==> src/hw/rtl/csd_pkg.sv <==
// Package: widths, reset values, register indexes and queue entry type of the cone distance unit.
`default_nettype none
package csd_pkg;

  localparam int FRAC_BITS  = 16;
  localparam int CFG_W      = 23;
  localparam int PT_W       = 24;
  localparam int OUT_W      = 26;
  localparam int CFG_IDX_W  = 8;
  localparam int CFG_DATA_W = 32;

  // integer square root: radicand, root and partial remainder widths
  localparam int RAD_W    = 52;
  localparam int ROOT_W   = RAD_W / 2;
  localparam int REM_W    = ROOT_W + 2;
  localparam int SQRT_LAT = ROOT_W;

  // signed numerators, their magnitudes, divisor and quotient
  localparam int NUM_W     = 49;
  localparam int MAG_W     = NUM_W - 1;
  localparam int LEN_W     = 24;
  localparam int QUO_W     = 27;
  localparam int DIV_LAT   = QUO_W + 1;
  localparam int DIV_CMP_W = LEN_W + QUO_W;
  localparam int DIST_W    = QUO_W + 1;
  localparam int TY_W      = PT_W + 1;

  localparam int Q_DEPTH = 4;
  localparam int Q_PTR_W = 2;
  localparam int Q_CNT_W = 3;

  localparam logic [CFG_W-1:0] RADIUS_RESET =
    CFG_W'(((64'd194 << FRAC_BITS) + 64'd50) / 64'd100);
  localparam logic [CFG_W-1:0] HEIGHT_RESET =
    CFG_W'((64'd7 << FRAC_BITS) / 64'd2);

  localparam logic signed [DIST_W-1:0] OUT_MAX =
    {{(DIST_W-OUT_W+1){1'b0}}, {(OUT_W-1){1'b1}}};
  localparam logic signed [DIST_W-1:0] OUT_MIN =
    {{(DIST_W-OUT_W+1){1'b1}}, {(OUT_W-1){1'b0}}};

  typedef enum logic [CFG_IDX_W-1:0] {
    REG_RADIUS = 8'd0,
    REG_HEIGHT = 8'd1
  } cfg_reg_e;

  // classified item: base distance and, when sel, the legs of a corner distance
  typedef struct packed {
    logic signed [DIST_W-1:0] d0;
    logic                     sel;
    logic [PT_W-1:0]          a;
    logic [PT_W-1:0]          b;
  } cand_t;

endpackage
`default_nettype wire

==> src/hw/rtl/csd_queue.sv <==
// Four-entry item queue between the front and back pipelines.
`default_nettype none
module csd_queue import csd_pkg::*; (
  input  wire logic  clk_i,
  input  wire logic  rst_ni,
  input  wire logic  push_i,
  input  wire cand_t cand_i,
  output logic       full_o,
  input  wire logic  pop_i,
  output logic       empty_o,
  output cand_t      cand_o
);

  cand_t              mem_q [Q_DEPTH];
  logic [Q_PTR_W-1:0] wr_q, rd_q;
  logic [Q_CNT_W-1:0] cnt_q;

  assign full_o  = (cnt_q == Q_CNT_W'(Q_DEPTH));
  assign empty_o = (cnt_q == '0);
  assign cand_o  = mem_q[rd_q];

  always_ff @(posedge clk_i) begin
    if (push_i) begin
      mem_q[wr_q] <= cand_i;
    end
  end

  always_ff @(posedge clk_i or negedge rst_ni) begin
    if (!rst_ni) begin
      wr_q  <= '0;
      rd_q  <= '0;
      cnt_q <= '0;
    end else begin
      if (push_i) wr_q <= wr_q + 1'b1;
      if (pop_i)  rd_q <= rd_q + 1'b1;
      if (push_i && !pop_i) begin
        cnt_q <= cnt_q + 1'b1;
      end else if (pop_i && !push_i) begin
        cnt_q <= cnt_q - 1'b1;
      end
    end
  end

  a_no_overflow: assert property (@(posedge clk_i) disable iff (!rst_ni)
    push_i |-> !full_o) else $error("queue push while full");

  a_no_underflow: assert property (@(posedge clk_i) disable iff (!rst_ni)
    pop_i |-> !empty_o) else $error("queue pop while empty");

  a_count_up: assert property (@(posedge clk_i) disable iff (!rst_ni)
    (push_i && !pop_i) |=> (cnt_q == $past(cnt_q) + 1'b1))
    else $error("queue count did not follow push");

  a_ptr_gap: assert property (@(posedge clk_i) disable iff (!rst_ni)
    (cnt_q != Q_CNT_W'(Q_DEPTH)) |-> (Q_PTR_W'(wr_q - rd_q) == cnt_q[Q_PTR_W-1:0]))
    else $error("queue pointers disagree with count");

endmodule
`default_nettype wire

==> config.mk <==
export PLATFORM = sky130hd
export DESIGN_NAME = csd_queue
export DESIGN_NICKNAME = d
export VERILOG_FILES = /design/src/hw/rtl/csd_pkg.sv /design/src/hw/rtl/csd_queue.sv
export SDC_FILE = /design/constraint.sdc
export NUM_CORES = 1
export LEC_CHECK = 0
export BUFFER_PORTS_ARGS = -buffer_cell sky130_fd_sc_hd__buf_2
export CAP_MARGIN = 15
export CORE_MARGIN = 10
export CORE_UTILIZATION = 35
export CTS_BUF_LIST = sky130_fd_sc_hd__clkbuf_16
export CTS_CLUSTER_SIZE = 24
export DETAILED_ROUTE_END_ITERATION = 8
export GPL_ROUTABILITY_DRIVEN = 0
export PLACE_DENSITY = 0.57
export SLEW_MARGIN = 20
export SYNTH_ARGS = -nofsm -noshare
export SYNTH_HDL_FRONTEND = slang
export SYNTH_SLANG_ARGS = --single-unit
==> constraint.sdc <==
create_clock -name clk_i -period 6.3 [get_ports clk_i]
set_input_delay 1.26 -clock clk_i [delete_from_list [all_inputs] [get_ports clk_i]]
set_output_delay 1.26 -clock clk_i [all_outputs]
set_load 0.05 [all_outputs]
-- Word-level counts from Yosys, hierarchy flattened
Memories as Yosys holds them, arrays and structs flattened.
Cells that the tools add are included.
- reduce and logical (&&, ||, !) cells: 6
- magnitude comparators: 0
- multipliers: 0
- bitwise logic cells: 0
- multiplexer cells: 4
- equality and inequality tests: 1
- shift-type cells: 0
- div/mod/pow operators: 0
- add/sub/neg operators: 4
- operators with widths (operator ; number):
    2-to-1 mux 3 bit ; 2
    adder 2 x 1 -> 2 bit, second input constant ; 2
    adder 3 x 1 -> 3 bit, second input constant ; 1
    == test 3 bit, second input constant ; 1
    logical NOT 3 bit ; 1
    subtractor 3 x 1 -> 3 bit, second input constant ; 1
    logical AND 1 bit ; 2
    logical NOT 1 bit ; 2
    2-to-1 mux 1 bit ; 2
    nonzero test 2 bit ; 1
- register bits after elaboration: 7
- logic and storage cells: 19
- bits in writable memories: 308
- memories kept: 1
- bits in read-only memories: 0
- latch bits: 0
- output and inout port bits: 79
- memory list (memory ; depth ; width ; read ports ; clocked after memory_dff ; wr ports ; line ; text):
    mem_q ; 4 ; 77 ; 1 ; 0 ; 1 ; csd_queue.sv:14 ; cand_t mem_q [Q_DEPTH];

-- Longest topological paths before layout
- depth in word-level cells: 4
- gate-level depth with buffers: 7

-- Worst setup path before layout
No wires, ideal clock.
- path type: input to register
- start point: input port push_i
- end point: memory mem_q[1][0] in the netlist's numbering (enable)
- arrival: 3.056 ns
- stages: 1
- path slack: 2.800 ns
- path through: and2_1
- longest elaborated chain between the ends: 2
- RTL lines (what ; line ; text):
    start, declared ; csd_queue.sv:6 ; input wire logic push_i,
    2-to-1 mux 1 bit ; csd_queue.sv:23 ; if (push_i) begin
    2-to-1 mux 1 bit (not written as such) ; csd_queue.sv:24 ; mem_q[wr_q] <= cand_i;
    end, declared ; csd_queue.sv:14 ;
No other way between the ends.

==> impl_metrics.yaml <==
power_and_ir_drop:
  sw_frac_of_total: 0.371
  power_switching_w: 0.00287
  p_comb_frac: 0.353
  p_clk_frac: 0.269
  fin_total_pwr_w: 0.00773
  p_seq_frac: 0.378
  power.leakage_nw: 4.79
  p_int_w: 0.00486
  ir_drop_v: 0.000331
  power.density_nw_per_um2: 552
clock_tree:
  cts_resized: 0
  cts_buffer_depth: 3
  numCtsBuffers: 34
  cts_tree: "yes"
  postCtsHoldBufs: 0
  insertion_delay_ns: 0.50
  h-tree-depth: 2
  cts_sinks: 315
  path_clk_slew_ns: 0.06
  cts_root_buf: "clkbuf_16"
  post_cts_buffers: 0
setup_path:
  slowest_stage: "dfrtp_4"
  critPathKind: "reg2out"
  crit_buf_inv: 2
  crit_cells: 3
  cp_cell_sequence: "buf_4, mux4_2, buf_2"
  crit_path_end_kind: "primary output"
  r2r_cells: 4
  path_max_fanout: 30
  critPathMaxStageDelay_ns: 0.82
  crit_path_start_kind: "register"
  arrival_ns: 2.79
  cp.required_ns: 5.04
  cp_top_family: "buffers and inverters"
die:
  ioPinCount: 160
  die_y_um: 201
  core_um2: 32500
  rows: 66
  initial_core_util: 0.354
  fp.dieArea_um2: 40500
  die_w_um: 201
sta:
  finalHoldViolCount: 0
  rsz0062_at_grt: "false"
  finalWorstSetupSlack_ns: 2.25
  setup_viol: 0
  slew_violations: 0
  clock.fmax_mhz: 247
  slew_headroom: 0.385
  timing.final.crit_share: 0.643
  tightest_slew_ns: 0.922
  final.setup_skew_ns: 0.00806
  timing.setup.tns_ns: 0
  fin_crit_ns: 4.05
layout:
  insertedDiodeCount: 0
  final_common_cell: "edfxtp_1"
  n_fill_cell: 2789
  layout_common_cells: "308 x edfxtp_1, 159 x buf_2, 77 x mux4_2, 37 x clkbuf_16, 9 x inv_1"
  layout-drive-gt1-share: 0.470
  syn2layout_area_growth_pct: 21.7
  layout.nets: 708
  stdcell_area_um2: 14000
  fin_util: 0.431
logic_synthesis:
  synth.avg_cell_area_um2: 26.3
  syn_nets: 524
  yosysWarnings: 0
  synthCells: 437
  ys_types: 20
  netlist_area_um2: 11500
  yosysSeqAreaShare: 0.819
  ys_ff_latch: 315
run:
  cap_violations: 0
route:
  drcViolationCount: 0
  drt-initial-drc-count: 257
  dr.pass1.iters: 4
  dr_total_vias: 5170
  ant_nets: 0
  finalWirelength_um: 22500
  wire_per_inst_um: 20.7
  vias_per_cell: 4.75
global_route:
  grt_usage: 0.111
  overflow: 0
  grt_pass1_vias: 5878
  grt_pass1_wl_um: 35000
  grt_max_degree: 60
  antenna_found_initial: 1
hold_path:
  hold_depth: 1
  min_path_type: "reg2reg"
status:
  outcome: "completed"
placement:
  pre_cts_slack_ns: 2.67
  portBuffers: 159
  place_area_um2: 12800
  hpwl_um: 13900
-- registers in the layout, summed over array words and instances (netlist names) --
register and flops:
mem_q 308, rd_q 2, wr_q 2, cnt_q 3
-- logic make-up (layout without fill, tap and decap cells) --
logic type,Yosys count,after routing,share of synthesized area
xor gates and xnor gates,6,6,0.00457
and+or+nand+nor,9,9,0.00424
muxes,78,78,0.152
DFF,315,315,0.819
buffers and inverters,22,232,0.0127
adders and majority gates,6,6,0.00718
AOI/OAI and AO/OA,1,1,0.000435
-- metrics by stage --
stage / instances / hold WS [ns]
finish: 1089 / 0.507
global placement: 1027 / 0.470
detailed placement: 1027 / 0.494
CTS: 1089 / 0.507
floorplan: 437 / 0.456
global route: 1089 / 0.527
-- routing by layer --
layer  global-route usage  vias up  wire length (um)
met5                    0        -                13
met4               0.0314        2               466
met2                0.195      151             11700
met1                0.127     2730              8840
met3               0.0349       41              1500
li1                     -     2246                 -
-- power groups by stage --
stage	clock network, W	registers (W)	logic, W
finish	0.00208	0.00292	0.00273
global route	0.00223	0.00296	0.00289
CTS	0.00215	0.00293	0.00280
detailed placement	0	0.00297	0.00280
global placement	0	0.00295	0.00277
floorplan	0	0.00287	0.00227
-- final timing paths --
path	slack, ns	start	end
setup / recovery	2.25	rd_q[0]$_DFFE_PN0P_	cand_o[9]
hold / removal	0.51	cnt_q[2]$_DFFE_PN0P_	cnt_q[2]$_DFFE_PN0P_
setup reg to reg	4.01	wr_q[0]$_DFFE_PN0P_	mem_q[2][3]$_DFFE_PP_
hold reg to reg	0.51	cnt_q[2]$_DFFE_PN0P_	cnt_q[2]$_DFFE_PN0P_
max in group asynchronous	5.53	rst_ni	rd_q[0]$_DFFE_PN0P_
min in group asynchronous	0.59	rst_ni	cnt_q[0]$_DFFE_PN0P_
-- area by class of cell --
| cell class | count | area, um2 | area share |
|---|---|---|---|
| flip-flops and latches | 315 | 9430 | 0.674 |
| multi-input cells | 100 | 1940 | 0.139 |
| clock buffers | 37 | 926 | 0.0661 |
| repair buffers | 166 | 848 | 0.0606 |
| well taps | 442 | 553 | 0.0395 |
| clock inverters | 25 | 282 | 0.0201 |
| inverters | 4 | 15.0 | 0.00107 |
-- cells in the mapped netlist (all sizes together) --
library cell,count,share of area
nor2,1,0.00033
xnor2,2,0.0015
edfxtp,308,0.80
nand2,2,0.00065
nor3,1,0.00043
nor3b,1,0.00065
and2,4,0.0022
o21ai,1,0.00043
fa,1,0.0017
mux2,1,0.00098
ha,5,0.0054
xor2,4,0.0030
dfrtp,7,0.015
clkbuf,4,0.0013
buf,14,0.010
mux4,77,0.15
inv,4,0.0013
No activity file was read; power rests on OpenSTA's default activity.
